--- config.mk ---
export PLATFORM = sky130hd
export DESIGN_NAME = modbus_rtu_request_framer_core
export DESIGN_NICKNAME = d
export VERILOG_FILES = /design/src/design/mrf_pkg.sv /design/src/design/mrf_crc_stage.sv /design/src/design/mrf_serializer.sv /design/src/design/modbus_rtu_request_framer_core.sv
export SDC_FILE = /design/constraint.sdc
export NUM_CORES = 1
export LEC_CHECK = 0
export BUFFER_PORTS_ARGS = -buffer_cell sky130_fd_sc_hd__clkbuf_2
export CAP_MARGIN = 10
export CORE_MARGIN = 2
export CORE_UTILIZATION = 50
export CTS_BUF_LIST = sky130_fd_sc_hd__clkbuf_16
export CTS_CLUSTER_DIAMETER = 40
export DETAILED_ROUTE_END_ITERATION = 10
export MAX_ROUTING_LAYER = met4
export PLACE_DENSITY_LB_ADDON = 0.08
export SLEW_MARGIN = 5
export SYNTH_ARGS = -nofsm -noshare
export SYNTH_HDL_FRONTEND = slang
export SYNTH_SLANG_ARGS = --single-unit
export TNS_END_PERCENT = 1
--- constraint.sdc ---
create_clock -name clk -period 9.3 [get_ports clk]
set_clock_uncertainty 0.15 [all_clocks]
set_input_delay 0.93 -clock clk [delete_from_list [all_inputs] [get_ports clk]]
set_output_delay 0.93 -clock clk [all_outputs]
set_load 0.005 [all_outputs]
--- src/design/mrf_pkg.sv ---
// ----------------------------------------------------------------------------
// mrf_pkg: shared types and constants of the Modbus RTU request framer
// Holds the function codes, the CRC-16 constants, the word carried through
// the CRC pipeline and the helpers that pick and fold one frame byte.
// ----------------------------------------------------------------------------
`default_nettype none

package mrf_pkg;

  localparam logic [7:0]  FC_READ_HOLDING = 8'd3;
  localparam logic [7:0]  FC_WRITE_SINGLE = 8'd6;
  localparam logic [15:0] CRC_INIT        = 16'hFFFF;
  localparam logic [15:0] CRC_POLY        = 16'hA001;
  localparam int          BODY_LEN        = 6;
  localparam int          FRAME_LEN       = 8;
  localparam int          IDX_W           = 3;
  localparam logic [IDX_W-1:0] IDX_LAST   = IDX_W'(FRAME_LEN - 1);

  // Byte positions inside the frame.
  localparam logic [IDX_W-1:0] POS_SLAVE    = 3'd0;
  localparam logic [IDX_W-1:0] POS_FUNC     = 3'd1;
  localparam logic [IDX_W-1:0] POS_START_HI = 3'd2;
  localparam logic [IDX_W-1:0] POS_START_LO = 3'd3;
  localparam logic [IDX_W-1:0] POS_VOC_HI   = 3'd4;
  localparam logic [IDX_W-1:0] POS_VOC_LO   = 3'd5;
  localparam logic [IDX_W-1:0] POS_CRC_LO   = 3'd6;
  localparam logic [IDX_W-1:0] POS_CRC_HI   = 3'd7;

  // One request plus its running CRC.
  typedef struct packed {
    logic [7:0]  slave_address;
    logic [7:0]  function_code;
    logic [15:0] start_address;
    logic [15:0] value_or_count;
    logic [15:0] crc;
  } word_t;

  // Frame byte at a given position; the CRC positions read the stored CRC.
  function automatic logic [7:0] frame_byte(input word_t w, input logic [IDX_W-1:0] pos);
    logic [7:0] b;
    unique case (pos)
      POS_SLAVE:    b = w.slave_address;
      POS_FUNC:     b = w.function_code;
      POS_START_HI: b = w.start_address[15:8];
      POS_START_LO: b = w.start_address[7:0];
      POS_VOC_HI:   b = w.value_or_count[15:8];
      POS_VOC_LO:   b = w.value_or_count[7:0];
      POS_CRC_LO:   b = w.crc[7:0];
      POS_CRC_HI:   b = w.crc[15:8];
      default:      b = 8'h00;
    endcase
    return b;
  endfunction

  // Folds one byte into the reflected CRC-16, LSB first.
  function automatic logic [15:0] crc_byte(input logic [15:0] crc, input logic [7:0] data);
    logic [15:0] c;
    c = crc ^ {8'h00, data};
    for (int b = 0; b < 8; b++) begin
      c = c[0] ? ((c >> 1) ^ CRC_POLY) : (c >> 1);
    end
    return c;
  endfunction

endpackage

`default_nettype wire

--- src/design/mrf_crc_stage.sv ---
// ----------------------------------------------------------------------------
// mrf_crc_stage: one register stage of the CRC pipeline
// Folds one frame byte into the running CRC and holds the word until the
// next stage takes it.
// ----------------------------------------------------------------------------
`default_nettype none

module mrf_crc_stage (
  input  wire logic          clk,
  input  wire logic          rst_n,
  input  wire logic          up_valid,
  output logic               up_ready,
  input  wire mrf_pkg::word_t up_word,
  input  wire logic [7:0]    up_byte,
  output logic               dn_valid,
  input  wire logic          dn_ready,
  output mrf_pkg::word_t     dn_word
);

  logic           valid_r;
  logic           valid_nxt;
  mrf_pkg::word_t word_r;
  mrf_pkg::word_t word_nxt;

  // The stage takes a word when it is empty or its word leaves this cycle.
  assign up_ready = !valid_r || dn_ready;

  always_comb begin
    valid_nxt = up_ready ? up_valid : valid_r;
    word_nxt  = up_word;
    word_nxt.crc = mrf_pkg::crc_byte(up_word.crc, up_byte);
  end

  always_ff @(posedge clk) begin
    if (!rst_n) begin
      valid_r <= 1'b0;
    end else begin
      valid_r <= valid_nxt;
    end
  end

  always_ff @(posedge clk) begin
    if (up_ready && up_valid) begin
      word_r <= word_nxt;
    end
  end

  assign dn_valid = valid_r;
  assign dn_word  = word_r;

endmodule

`default_nettype wire

--- src/design/mrf_serializer.sv ---
// ----------------------------------------------------------------------------
// mrf_serializer: frame holding register and byte sequencer
// Holds one finished frame and hands out its eight bytes in transmit order.
// ----------------------------------------------------------------------------
`default_nettype none

module mrf_serializer (
  input  wire logic           clk,
  input  wire logic           rst_n,
  input  wire logic           in_valid,
  output logic                in_ready,
  input  wire mrf_pkg::word_t in_word,
  output logic                out_valid,
  input  wire logic           out_ready,
  output logic [7:0]          out_byte,
  output logic                out_last
);

  logic                        valid_r;
  logic                        valid_nxt;
  logic [mrf_pkg::IDX_W-1:0]   idx_r;
  logic [mrf_pkg::IDX_W-1:0]   idx_nxt;
  mrf_pkg::word_t              frame_r;
  logic                        take;
  logic                        load;

  assign out_last = (idx_r == mrf_pkg::IDX_LAST);
  assign take     = valid_r && out_ready;
  // A new frame may load in the same cycle that the last byte leaves.
  assign in_ready = !valid_r || (out_ready && out_last);
  assign load     = in_valid && in_ready;

  always_comb begin
    valid_nxt = valid_r;
    idx_nxt   = idx_r;
    if (load) begin
      valid_nxt = 1'b1;
      idx_nxt   = '0;
    end else if (take) begin
      if (out_last) begin
        valid_nxt = 1'b0;
        idx_nxt   = '0;
      end else begin
        idx_nxt = idx_r + 1'b1;
      end
    end
  end

  always_ff @(posedge clk) begin
    if (!rst_n) begin
      valid_r <= 1'b0;
      idx_r   <= '0;
    end else begin
      valid_r <= valid_nxt;
      idx_r   <= idx_nxt;
    end
  end

  always_ff @(posedge clk) begin
    if (load) begin
      frame_r <= in_word;
    end
  end

  assign out_valid = valid_r;
  assign out_byte  = mrf_pkg::frame_byte(frame_r, idx_r);

endmodule

`default_nettype wire

--- src/design/modbus_rtu_request_framer_core.sv ---
// Path: an accepted word passes through the six CRC stages and then the serializer.
// Throughput: one frame byte per cycle while out_ready is high; the byte sequencer at the
// output sets that rate, and the six-stage CRC pipeline takes up to six more requests
// while a frame is being sent.
// Reset: synchronous, active low; it empties every stage and the output holding register.
// ----------------------------------------------------------------------------
// modbus_rtu_request_framer_core: Modbus RTU master request framer
// Turns one request word into the eight-byte RTU frame with its CRC-16.
// ----------------------------------------------------------------------------
`default_nettype none

module modbus_rtu_request_framer_core (
  input  wire logic        clk,
  input  wire logic        rst_n,
  input  wire logic        in_valid,
  output logic             in_ready,
  input  wire logic [7:0]  in_function_code,
  input  wire logic [7:0]  in_slave_address,
  input  wire logic [15:0] in_start_address,
  input  wire logic [15:0] in_value_or_count,
  output logic             out_valid,
  input  wire logic        out_ready,
  output logic [7:0]       out_frame_byte,
  output logic             out_last_byte
);

  // The CRC runs over the six body bytes, one byte per pipeline stage. Each
  // stage carries the whole request along with the running CRC, so the last
  // stage hands a complete frame to the serializer. Words with a function
  // code other than read holding registers or write single register are
  // accepted but never enter the pipeline, so they produce no bytes.

  localparam int NSTG = mrf_pkg::BODY_LEN;

  logic            stg_valid [NSTG+1];
  logic            stg_ready [NSTG+1];
  mrf_pkg::word_t  stg_word  [NSTG+1];
  logic            fc_ok;

  assign fc_ok = (in_function_code == mrf_pkg::FC_READ_HOLDING) ||
                 (in_function_code == mrf_pkg::FC_WRITE_SINGLE);

  // Entry into the pipeline; the CRC starts at its preset value.
  assign stg_valid[0]                = in_valid && fc_ok;
  assign stg_word[0].slave_address   = in_slave_address;
  assign stg_word[0].function_code   = in_function_code;
  assign stg_word[0].start_address   = in_start_address;
  assign stg_word[0].value_or_count  = in_value_or_count;
  assign stg_word[0].crc             = mrf_pkg::CRC_INIT;
  assign in_ready                    = stg_ready[0];

  for (genvar g = 0; g < NSTG; g++) begin : g_stage
    mrf_crc_stage u_stage (
      .clk      (clk),
      .rst_n    (rst_n),
      .up_valid (stg_valid[g]),
      .up_ready (stg_ready[g]),
      .up_word  (stg_word[g]),
      .up_byte  (mrf_pkg::frame_byte(stg_word[g], mrf_pkg::IDX_W'(g))),
      .dn_valid (stg_valid[g+1]),
      .dn_ready (stg_ready[g+1]),
      .dn_word  (stg_word[g+1])
    );
  end

  // The serializer holds the finished frame and sends it one byte a cycle while out_ready is high.
  mrf_serializer u_ser (
    .clk       (clk),
    .rst_n     (rst_n),
    .in_valid  (stg_valid[NSTG]),
    .in_ready  (stg_ready[NSTG]),
    .in_word   (stg_word[NSTG]),
    .out_valid (out_valid),
    .out_ready (out_ready),
    .out_byte  (out_frame_byte),
    .out_last  (out_last_byte)
  );

  // Only supported requests may occupy the first stage.
  a_entry_fc: assert property (@(posedge clk) disable iff (!rst_n)
    stg_valid[1] |-> (stg_word[1].function_code == mrf_pkg::FC_READ_HOLDING) ||
                     (stg_word[1].function_code == mrf_pkg::FC_WRITE_SINGLE))
    else $error("unsupported function code entered the CRC pipeline");

  // A frame never breaks off before its last byte.
  a_frame_whole: assert property (@(posedge clk) disable iff (!rst_n)
    (out_valid && out_ready && !out_last_byte) |=> out_valid)
    else $error("frame ended before its last byte");

  // The serializer must accept the next frame when the last byte leaves.
  a_reload: assert property (@(posedge clk) disable iff (!rst_n)
    (out_valid && out_ready && out_last_byte) |-> stg_ready[NSTG])
    else $error("serializer not ready after last byte");

endmodule

`default_nettype wire
### Word level (Yosys, flattened, before mapping)

Cells that the tools add are included.
W data, S select, Z words.

* bitwise logic cells: 55
* equal/unequal tests: 9
* reductions and logical operators: 30
* muxes and demuxes: 53
* $add $sub $neg: 1

Operator list (number)
* $mux W16: 42
* $not A2 Y3: 48
* $mux W14: 6
* $xor A16 B8 Y16: 5
* $pmux W8 S8: 1
* $not A8 Y16: 1
* $eq A3 B3 Y1 const B: 4
* $logic_and A1 B1 Y1: 10
* $eq A8 B2 Y1 const B: 1
* $eq A8 B3 Y1 const B: 1
* $logic_or A1 B1 Y1: 8
* $logic_not A1 Y1: 7
* $eq A3 B2 Y1 const B: 2
* $reduce_bool A2 Y1: 2
* $add A3 B1 Y3 const B: 1
* $eq A3 B1 Y1 const B: 1
* $logic_not A3 Y1: 1
* $mux W1: 3
* $mux W3: 1
* $reduce_and A2 Y1: 1
* $reduce_or A2 Y1: 1
* $not A1 Y1: 1

* register bits after elaboration: 458
* output and inout bits: 11
* logic and storage cells: 197

### Longest topological paths before layout

Gate-level depths: netlist (run 1).

* depth in word-level cells: 17
* gate-level depth with buffers: 10

### Cells and area by module

A second synthesis (run 1) with hierarchy kept.

* cell total of the unflattened synthesis: 709
* area, all modules: 15817.7 sq um

By module, submodules not included
* mrf_crc_stage: area an instance 2179.6 sq um, cells an instance 90, instances 6, seq. area each 1941.9 sq um
* mrf_serializer: area an instance 2697.6 sq um, cells an instance 164, instances 1, seq. area each 2001.9 sq um
* modbus_rtu_request_framer_core: area an instance 42.5 sq um, cells an instance 5, instances 1, seq. area each 0.0 sq um

### Worst setup path before layout (run 1)

OpenSTA, ideal clock, no wires.

* path kind: input to register
* from: input out_ready
* to: register g_stage[1].u_stage.word_r (netlist bit g_stage[1].u_stage.dn_word[0]) (enable)
* arrival: 6036 ps
* library setup time: 584 ps
* buffers on the path: 0
* required time: 8566 ps
* slack: 2531 ps
* stages: 3
* cell sequence: a21boi_0 and4_1 a21boi_0

* word-level cells in the longest chain between the ends: 8

RTL lines
* start, declared: RTL line modbus_rtu_request_framer_core.sv:22 `input wire logic out_ready,`
* $logic_and A1 B1 Y1: RTL line mrf_serializer.sv:30 `assign in_ready = !valid_r || (out_ready && out_last);`
* $logic_or A1 B1 Y1: RTL line mrf_serializer.sv:30
* $logic_or A1 B1 Y1 (5 in a row): RTL line mrf_crc_stage.sv:26 `assign up_ready = !valid_r || dn_ready;`
* $logic_and A1 B1 Y1: RTL line mrf_crc_stage.sv:43 `if (up_ready && up_valid) begin`
* end signal, assigned: RTL line mrf_crc_stage.sv:44 `word_r <= word_nxt;`
* end, declared: RTL line mrf_crc_stage.sv:22 `mrf_pkg::word_t word_r;`

No other way between the ends.
A chain may end at the register's enable or synchronous reset.

### Worst setup path in the final report (run 1)

* from: register u_ser.idx_r[2] in the netlist's numbering
* to: output in_ready

* word-level cells in the longest chain between the ends: 9

RTL lines
* start, declared: RTL line mrf_serializer.sv:21 `logic [mrf_pkg::IDX_W-1:0] idx_r;`
* start signal, assigned: RTL line mrf_serializer.sv:55 `idx_r <= idx_nxt;`
* $eq A3 B3 Y1: RTL line mrf_serializer.sv:27 `assign out_last = (idx_r == mrf_pkg::IDX_LAST);`
* $logic_and A1 B1 Y1: RTL line mrf_serializer.sv:30
* $logic_or A1 B1 Y1: RTL line mrf_serializer.sv:30
* $logic_or A1 B1 Y1 (6 in a row): RTL line mrf_crc_stage.sv:26
* end, declared: RTL line modbus_rtu_request_framer_core.sv:16 `output logic in_ready,`

No other way between the ends.

==> results_dict.tcl, run 1 <==
set metrics [dict create \
    status "finished clean" \
    layout_common_cells "edfxtp_1 (442), clkbuf_2 (62), xnor2_1 (56), clkbuf_16 (49), xor2_1 (41)" \
    wl_per_cell_um 18.0 \
    rsz0062_at_grt "no" \
    antenna_found_initial 0 \
    max_freq_mhz 250 \
    vias_per_cell 4.83 \
    tns_ps 0 \
    track_usage 0.146 \
    clk_pin_slew_ps 60 \
    cts_tree "yes" \
    firstDrtPassIters 5 \
    worstMarginPinSlew_ps 832 \
    cts_buffer_depth 3 \
    ir_drop_uv 144 \
    numCtsBuffers 48 \
    overflow 0 \
    coreArea_um2 30500 \
    dp_hpwl_mm 15.0 \
    syn_nets 739 \
    fp-row-count 64 \
    die_h_um 180 \
    worstHoldStart "g_stage[5].u_stage.dn_word[34]$_DFFE_PP_" \
    die_w_um 180 \
    clkSinkCount 452 \
    r2r_end "g_stage[0].u_stage.dn_word[21]$_DFFE_PP_" \
    nets 851 \
    p_leak_nw 5.88 \
    synth.distinct_cells 33 \
    grt_pass1_vias 6101 \
    syn_avg_cell_area_um2 22.7 \
    startpoint_type "flip-flop" \
    crit_path_max_incr_delay_ps 810 \
    post-cts-setup-buffers 0 \
    drive_gt1_frac 0.202 \
    use_met1 0.204 \
    stdcell_area_um2 17900 \
    min_period_ps 3990 \
    r2r_start "u_ser.idx_r[2]$_SDFFE_PP0P_" \
    post_dp_cell_area_um2 16400 \
    crit_chain "ha_1, a21boi_0, buf_4, and4_1, nand3_1, clkbuf_2" \
    syn2layout_area_growth_pct 15.9 \
    crit_required_ps 8220 \
    met2_usage 0.211 \
    whs_endpoint "u_ser.frame_r[34]$_DFFE_PP_" \
    vias 5916 \
    drv_slew 0 \
    yosys_warnings 0 \
    hold_buffers 0 \
    n_antenna_cell 0 \
    yosysSeqAreaShare 0.872 \
    gr-max-usage-layer "met2" \
    final_common_cell "edfxtp_1" \
    syn-cell-area_um2 15500 \
    clk_latency_ps 530 \
    synth_seq_cells 452 \
    hold_viol 0 \
    dieArea_um2 32300 \
    setup_viol 0 \
    io_buffers 62 \
    reg2reg_slack_ps 5740 \
    utilization 0.587 \
    worstHoldPathCells 0 \
    drcViolationCount 0 \
    globalRouteMet3Util 0.0312 \
    grt_pass1_wl_mm 35.2 \
    min_path_type "reg2reg" \
    path_class "reg2out" \
    initial_core_util 0.506 \
    htreeDepth 2 \
    place_congestion 0.836 \
    endpoint_kind "primary output" \
    synth_cells 681 \
    dr.first_iter.drc_count 474 \
    ant_nets 0 \
    arrival_ps 2910 \
    totalWireLength_mm 22.1 \
    fillers 2165 \
    crit_fanout 22 \
    fin_crit_sh 0.430 \
    ios 63 \
    reg2reg_depth 7 \
    root_buffer "clkbuf_16" \
    slew_headroom 0.445 \
    cp_slowest_cell "dfxtp_1" \
    powerDensity_nw_per_um2 227 \
    grt_max_degree 66 \
    max_cap_violations 0 \
    cts_resized 0 \
]
==> final cells by class <==
class                   instances  area (µm²)  share of cell area
flip-flops and latches        452       13500               0.752
multi-input cells             217        2000               0.112
clock buffers                  49        1230              0.0684
well taps                     396         495              0.0277
repair buffers                 70         370              0.0207
clock inverters                36         338              0.0189
inverters                       4        15.0            0.000838
==> per-stage QoR <==
step / hold WS (ps) / total power, W / setup slack (ps) / instances
after CTS: 268 / 0.00412 / 5290 / 1224
final: 264 / 0.00407 / 5310 / 1224
after detailed placement: 255 / 0.00228 / 5750 / 1139
after global routing: 270 / 0.00421 / 5120 / 1224
after global placement: 252 / 0.00228 / 5910 / 1139
after floorplan: 250 / 0.00226 / 2530 / 681
==> synth_stat cells (all sizes together) <==
master  count  area share
ha          6      0.0049
a41oi       8      0.0045
a21oi       6      0.0019
nand2b      1     0.00041
nand2      21      0.0051
o21a        3      0.0015
nand3b      1     0.00049
clkbuf      7      0.0017
and4        1     0.00057
nand3       2     0.00065
a311oi      1     0.00057
a21boi      5      0.0024
nor3        3     0.00097
nor4        1     0.00041
xnor2      62       0.040
xor2       43       0.025
buf         1     0.00024
nor2        9      0.0022
mux2        8      0.0058
xnor3       4      0.0060
edfxtp    442        0.86
xor3        5      0.0078
nor2b       9      0.0036
and2        2     0.00081
a22o        8      0.0045
dfxtp      10       0.013
inv         4     0.00097
a222oi      8      0.0052
==> critical path: cells and delay by family (launching register included) <==
family | cells | cell delay (ps)
buffers and inverters | 2 | 350
DFF | 1 | 810
AOI/OAI and AO/OA | 1 | 210
and+or+nand+nor | 2 | 470
adders and majority gates | 1 | 530
==> logic make-up (layout without fill, tap and decap cells) <==
| group | Yosys count | in the layout | share of synthesized area |
|---|---|---|---|
| flops | 452 | 452 | 0.872 |
| xor+xnor | 114 | 114 | 0.0786 |
| simple gates | 50 | 50 | 0.0152 |
| compound gates | 39 | 39 | 0.0206 |
| buf+inv | 12 | 159 | 0.00291 |
| mux | 8 | 8 | 0.00583 |
| fa+ha+maj | 6 | 6 | 0.00486 |
==> how the worst max path moves through the flow <==
stage	start	to	slack, ps	cells past startpoint
finish	u_ser.idx_r[2]$_SDFFE_PP0P_	in_ready	5310	6
global route	u_ser.idx_r[2]$_SDFFE_PP0P_	in_ready	5120	6
CTS	u_ser.idx_r[2]$_SDFFE_PP0P_	in_ready	5290	6
detailed placement	u_ser.idx_r[2]$_SDFFE_PP0P_	g_stage[0].u_stage.dn_word[21]$_DFFE_PP_	5750	7
global placement	u_ser.idx_r[2]$_SDFFE_PP0P_	g_stage[0].u_stage.dn_word[16]$_DFFE_PP_	5910	7
floorplan	out_ready	g_stage[1].u_stage.dn_word[0]$_DFFE_PP_	2530	3
==> sequential cells by signal, summed over array words and instances (netlist names) <==
signal	cells
u_ser.frame_r	64
g_stage.u_stage.dn_word	378
u_ser.idx_r	3
g_stage.u_stage.dn_valid	6
u_ser.out_valid	1
==> layer usage <==
metal	vias up	routed length [µm]	share of wire
met3	49	971	0.044
met5	-	0	0
met1	2860	10100	0.46
met2	129	10300	0.47
li1	2878	-	-
met4	0	714	0.032
==> where the power goes <==
| part | total, W | internal [W] | switching (W) |
|---|---|---|---|
| clock | 0.00183 | 0.00110 | 0.000730 |
| combinational | 0.0000278 | 0.0000139 | 0.0000139 |
| sequential | 0.00221 | 0.00221 | 0.000000498 |
Power figures use the tool's default switching activity.
==> inputs of run 2 (changes only) <==
--- a/config.mk
+++ b/config.mk
@@ -5,6 +5,7 @@
 export SDC_FILE = /design/constraint.sdc
 export NUM_CORES = 1
 export LEC_CHECK = 0
+export ABC_AREA = 1
 export BUFFER_PORTS_ARGS = -buffer_cell sky130_fd_sc_hd__clkbuf_2
 export CAP_MARGIN = 10
 export CORE_MARGIN = 2
==> constraint.sdc (replaced) <==
create_clock -name clk -period 4.1 [get_ports clk]
set_clock_uncertainty 0.15 [all_clocks]
set_input_delay 0.41 -clock clk [delete_from_list [all_inputs] [get_ports clk]]
set_output_delay 0.41 -clock clk [all_outputs]
set_load 0.005 [all_outputs]
==> run 2 against run 1 <==
Register-to-register slack worse by 4700 ps. Clock power rose by 140%. Synthesized cell count is 39% higher. Clock-buffer cell count grew 2. Critical path depth increased by 9. Critical path type unchanged.
==> results_dict.tcl, run 2 <==
set metrics [dict create \
    hold_buffers 49 \
    ant_nets 0 \
    ios 63 \
    p_leak_nw 6.93 \
    power.internal_w 0.00767 \
    yosysTopAreaCell "edfxtp_1" \
    coreArea_um2 32300 \
    min_period_ps 3440 \
    clkSinkCount 452 \
    synth_common_cells "edfxtp_1 (442), nand2_1 (129), inv_1 (85)" \
    combPwrFrac 0.011 \
    rsz0062_at_grt "no" \
    wl_per_cell_um 15.7 \
    layout_common_cells "edfxtp_1 (442), nand2_1 (129), inv_1 (89), clkbuf_2 (62), nand3_1 (59)" \
    power.switching_w 0.00175 \
    largest_reg_flops 378 \
    endpoint_kind "primary output" \
    arrival_ps 2880 \
    p_total_w 0.00943 \
    crit_required_ps 3540 \
    clkPwrFrac 0.457 \
    crit_fanout 12 \
    status "finished clean" \
    grt_pass1_wl_mm 39.9 \
    synth.most_common_cell "edfxtp_1" \
    yosys_warnings 0 \
    grt_max_degree 65 \
    clk_latency_ps 550 \
    dr.first_iter.drc_count 573 \
    syn2layout_area_growth_pct 19.1 \
    async_flop_share 0 \
    cts_resized 0 \
    syn_nets 1005 \
    io_buffers 62 \
    r2r_start "u_ser.idx_r[0]$_SDFFE_PP0P_" \
    syn-cell-area_um2 16300 \
    sw_frac_of_total 0.186 \
    vias_per_cell 4.70 \
    synth_seq_cells 452 \
    tns_ps 0 \
    drcViolationCount 0 \
    vias 7503 \
    post-cts-setup-buffers 0 \
    synth_edf_count 442 \
    post_dp_cell_area_um2 17300 \
    final_common_cell "edfxtp_1" \
    p_seq_frac 0.532 \
    clk_pin_slew_ps 60 \
    cts_buffer_depth 3 \
    worstMarginPinSlew_ps 817 \
    antenna_found_initial 0 \
    synth_cells 947 \
    place_congestion 0.798 \
    totalWireLength_mm 25.0 \
    htreeDepth 2 \
    wirelength_met1_mm 11.6 \
    ys.flop_type "edfxtp_1" \
    grt_pass1_vias 7461 \
    die_w_um 185 \
    synth.distinct_cells 32 \
    powerDensity_nw_per_um2 486 \
    n_antenna_cell 0 \
    numCtsBuffers 49 \
    overflow 0 \
    synthTopCellsByArea "edfxtp_1 (81%), nand2_1 (3.0%), xor2_1 (2.4%), inv_1 (2.0%), nand3_1 (1.8%)" \
    ir_drop_uv 320 \
    yosysSeqAreaShare 0.827 \
    initial_core_util 0.505 \
    fp-row-count 66 \
    cp-startpoint "u_ser.idx_r[0]$_SDFFE_PP0P_" \
    met3_length_mm 1.02 \
    path_class "reg2out" \
    root_buffer "clkbuf_16" \
    max_freq_mhz 291 \
    startpoint_type "flip-flop" \
    hold_viol 0 \
    cts_tree "yes" \
    drv_slew 0 \
    max_cap_violations 0 \
    synth_top_area_frac 0.814 \
    firstDrtPassIters 5 \
    fin_crit_sh 0.838 \
    die_h_um 185 \
    min_path_type "in2reg" \
    routed.top_layer "met4" \
    dp_hpwl_mm 17.1 \
    drive_gt1_frac 0.190 \
    met2_length_mm 11.7 \
    slew_headroom 0.455 \
    setup_viol 0 \
    syn_avg_cell_area_um2 17.2 \
    track_usage 0.159 \
    worstHoldStart "in_valid" \
    nets 1172 \
    dieArea_um2 34100 \
    stdcell_area_um2 19400 \
]
run 2: changes by cell type after synthesis, moves of 9 or more:
cell and change:
nand2_1 +108, nor2b_1 -9, a21oi_1 +11, inv_1 +81, nand2_2 +33, xnor2_1 -26
nand3_1 +57, nand3_2 +23
run 2: per-stage QoR:
| step | setup slack, ps | hold slack (ps) | instances | util |
|---|---|---|---|---|
| floorplan | -386 | 250 | 947 | - |
| global placement | 1140 | 250 | 1456 | 0.535 |
| detailed placement | 1080 | 255 | 1456 | 0.535 |
| CTS | 612 | 15.5 | 1597 | 0.601 |
| global route | 364 | 46.8 | 1597 | 0.601 |
| finish | 663 | 45.2 | 1597 | 0.601 |
run 2: critical path, cell delays in order, from the launching register on:
cell and delay, ps:
dfxtp_1 340, ha_1 230, ha_1 340, nand2_1 120, nand2_1 90, nor2_1 100, inv_1 80, nor2_1 100
inv_1 80, nor2_2 160, inv_1 90, nor2_2 170, inv_1 80, nor2_1 140, nand2_1 100, clkbuf_2 130
run 2: worst paths after layout:
kind,endpoint,slack (ps),depth (start not counted)
worst max-delay path,in_ready,660,15
worst min-delay path,g_stage[0].u_stage.dn_valid$_SDFFE_PN0P_,50,5
worst max register to register,g_stage[0].u_stage.dn_word[18]$_DFFE_PP_,1080,17
worst min register to register,g_stage[1].u_stage.dn_word[16]$_DFFE_PP_,260,0
run 2: final cells by class:
class / count / area, µm²
fillers: 2370 / 12900
well taps: 442 / 553
inverters: 90 / 338
multi-input cells: 402 / 2500
repair buffers: 119 / 911
clock buffers: 51 / 1280
clock inverters: 41 / 364
flip-flops and latches: 452 / 13500
run 2: layer usage:
metal | global-route usage | up-vias
met1 | 0.220 | 3526
met3 | 0.0298 | 48
met4 | 0.0570 | 0
met5 | - | -
li1 | - | 3780
met2 | 0.239 | 149
run 2: logic make-up (layout without fill, tap and decap cells):
family | count (synthesis) | count (layout) | share of synthesized area
flip-flops | 452 | 452 | 0.827
XOR/XNOR | 78 | 78 | 0.0438
adder cells (fa/ha/maj) | 6 | 6 | 0.00461
AO/OA/AOI/OAI | 48 | 48 | 0.0200
buffers and inverters | 93 | 301 | 0.0215
AND/OR/NAND/NOR | 270 | 270 | 0.0835
run 2: power by group through the flow:
stage               registers, W  clock network [W]  logic [W]
global placement         0.00511                  0  0.0000672
detailed placement       0.00511                  0  0.0000683
floorplan                0.00511                  0  0.0000297
global route             0.00501            0.00462   0.000114
finish                   0.00501            0.00431   0.000104
CTS                      0.00501            0.00442   0.000105
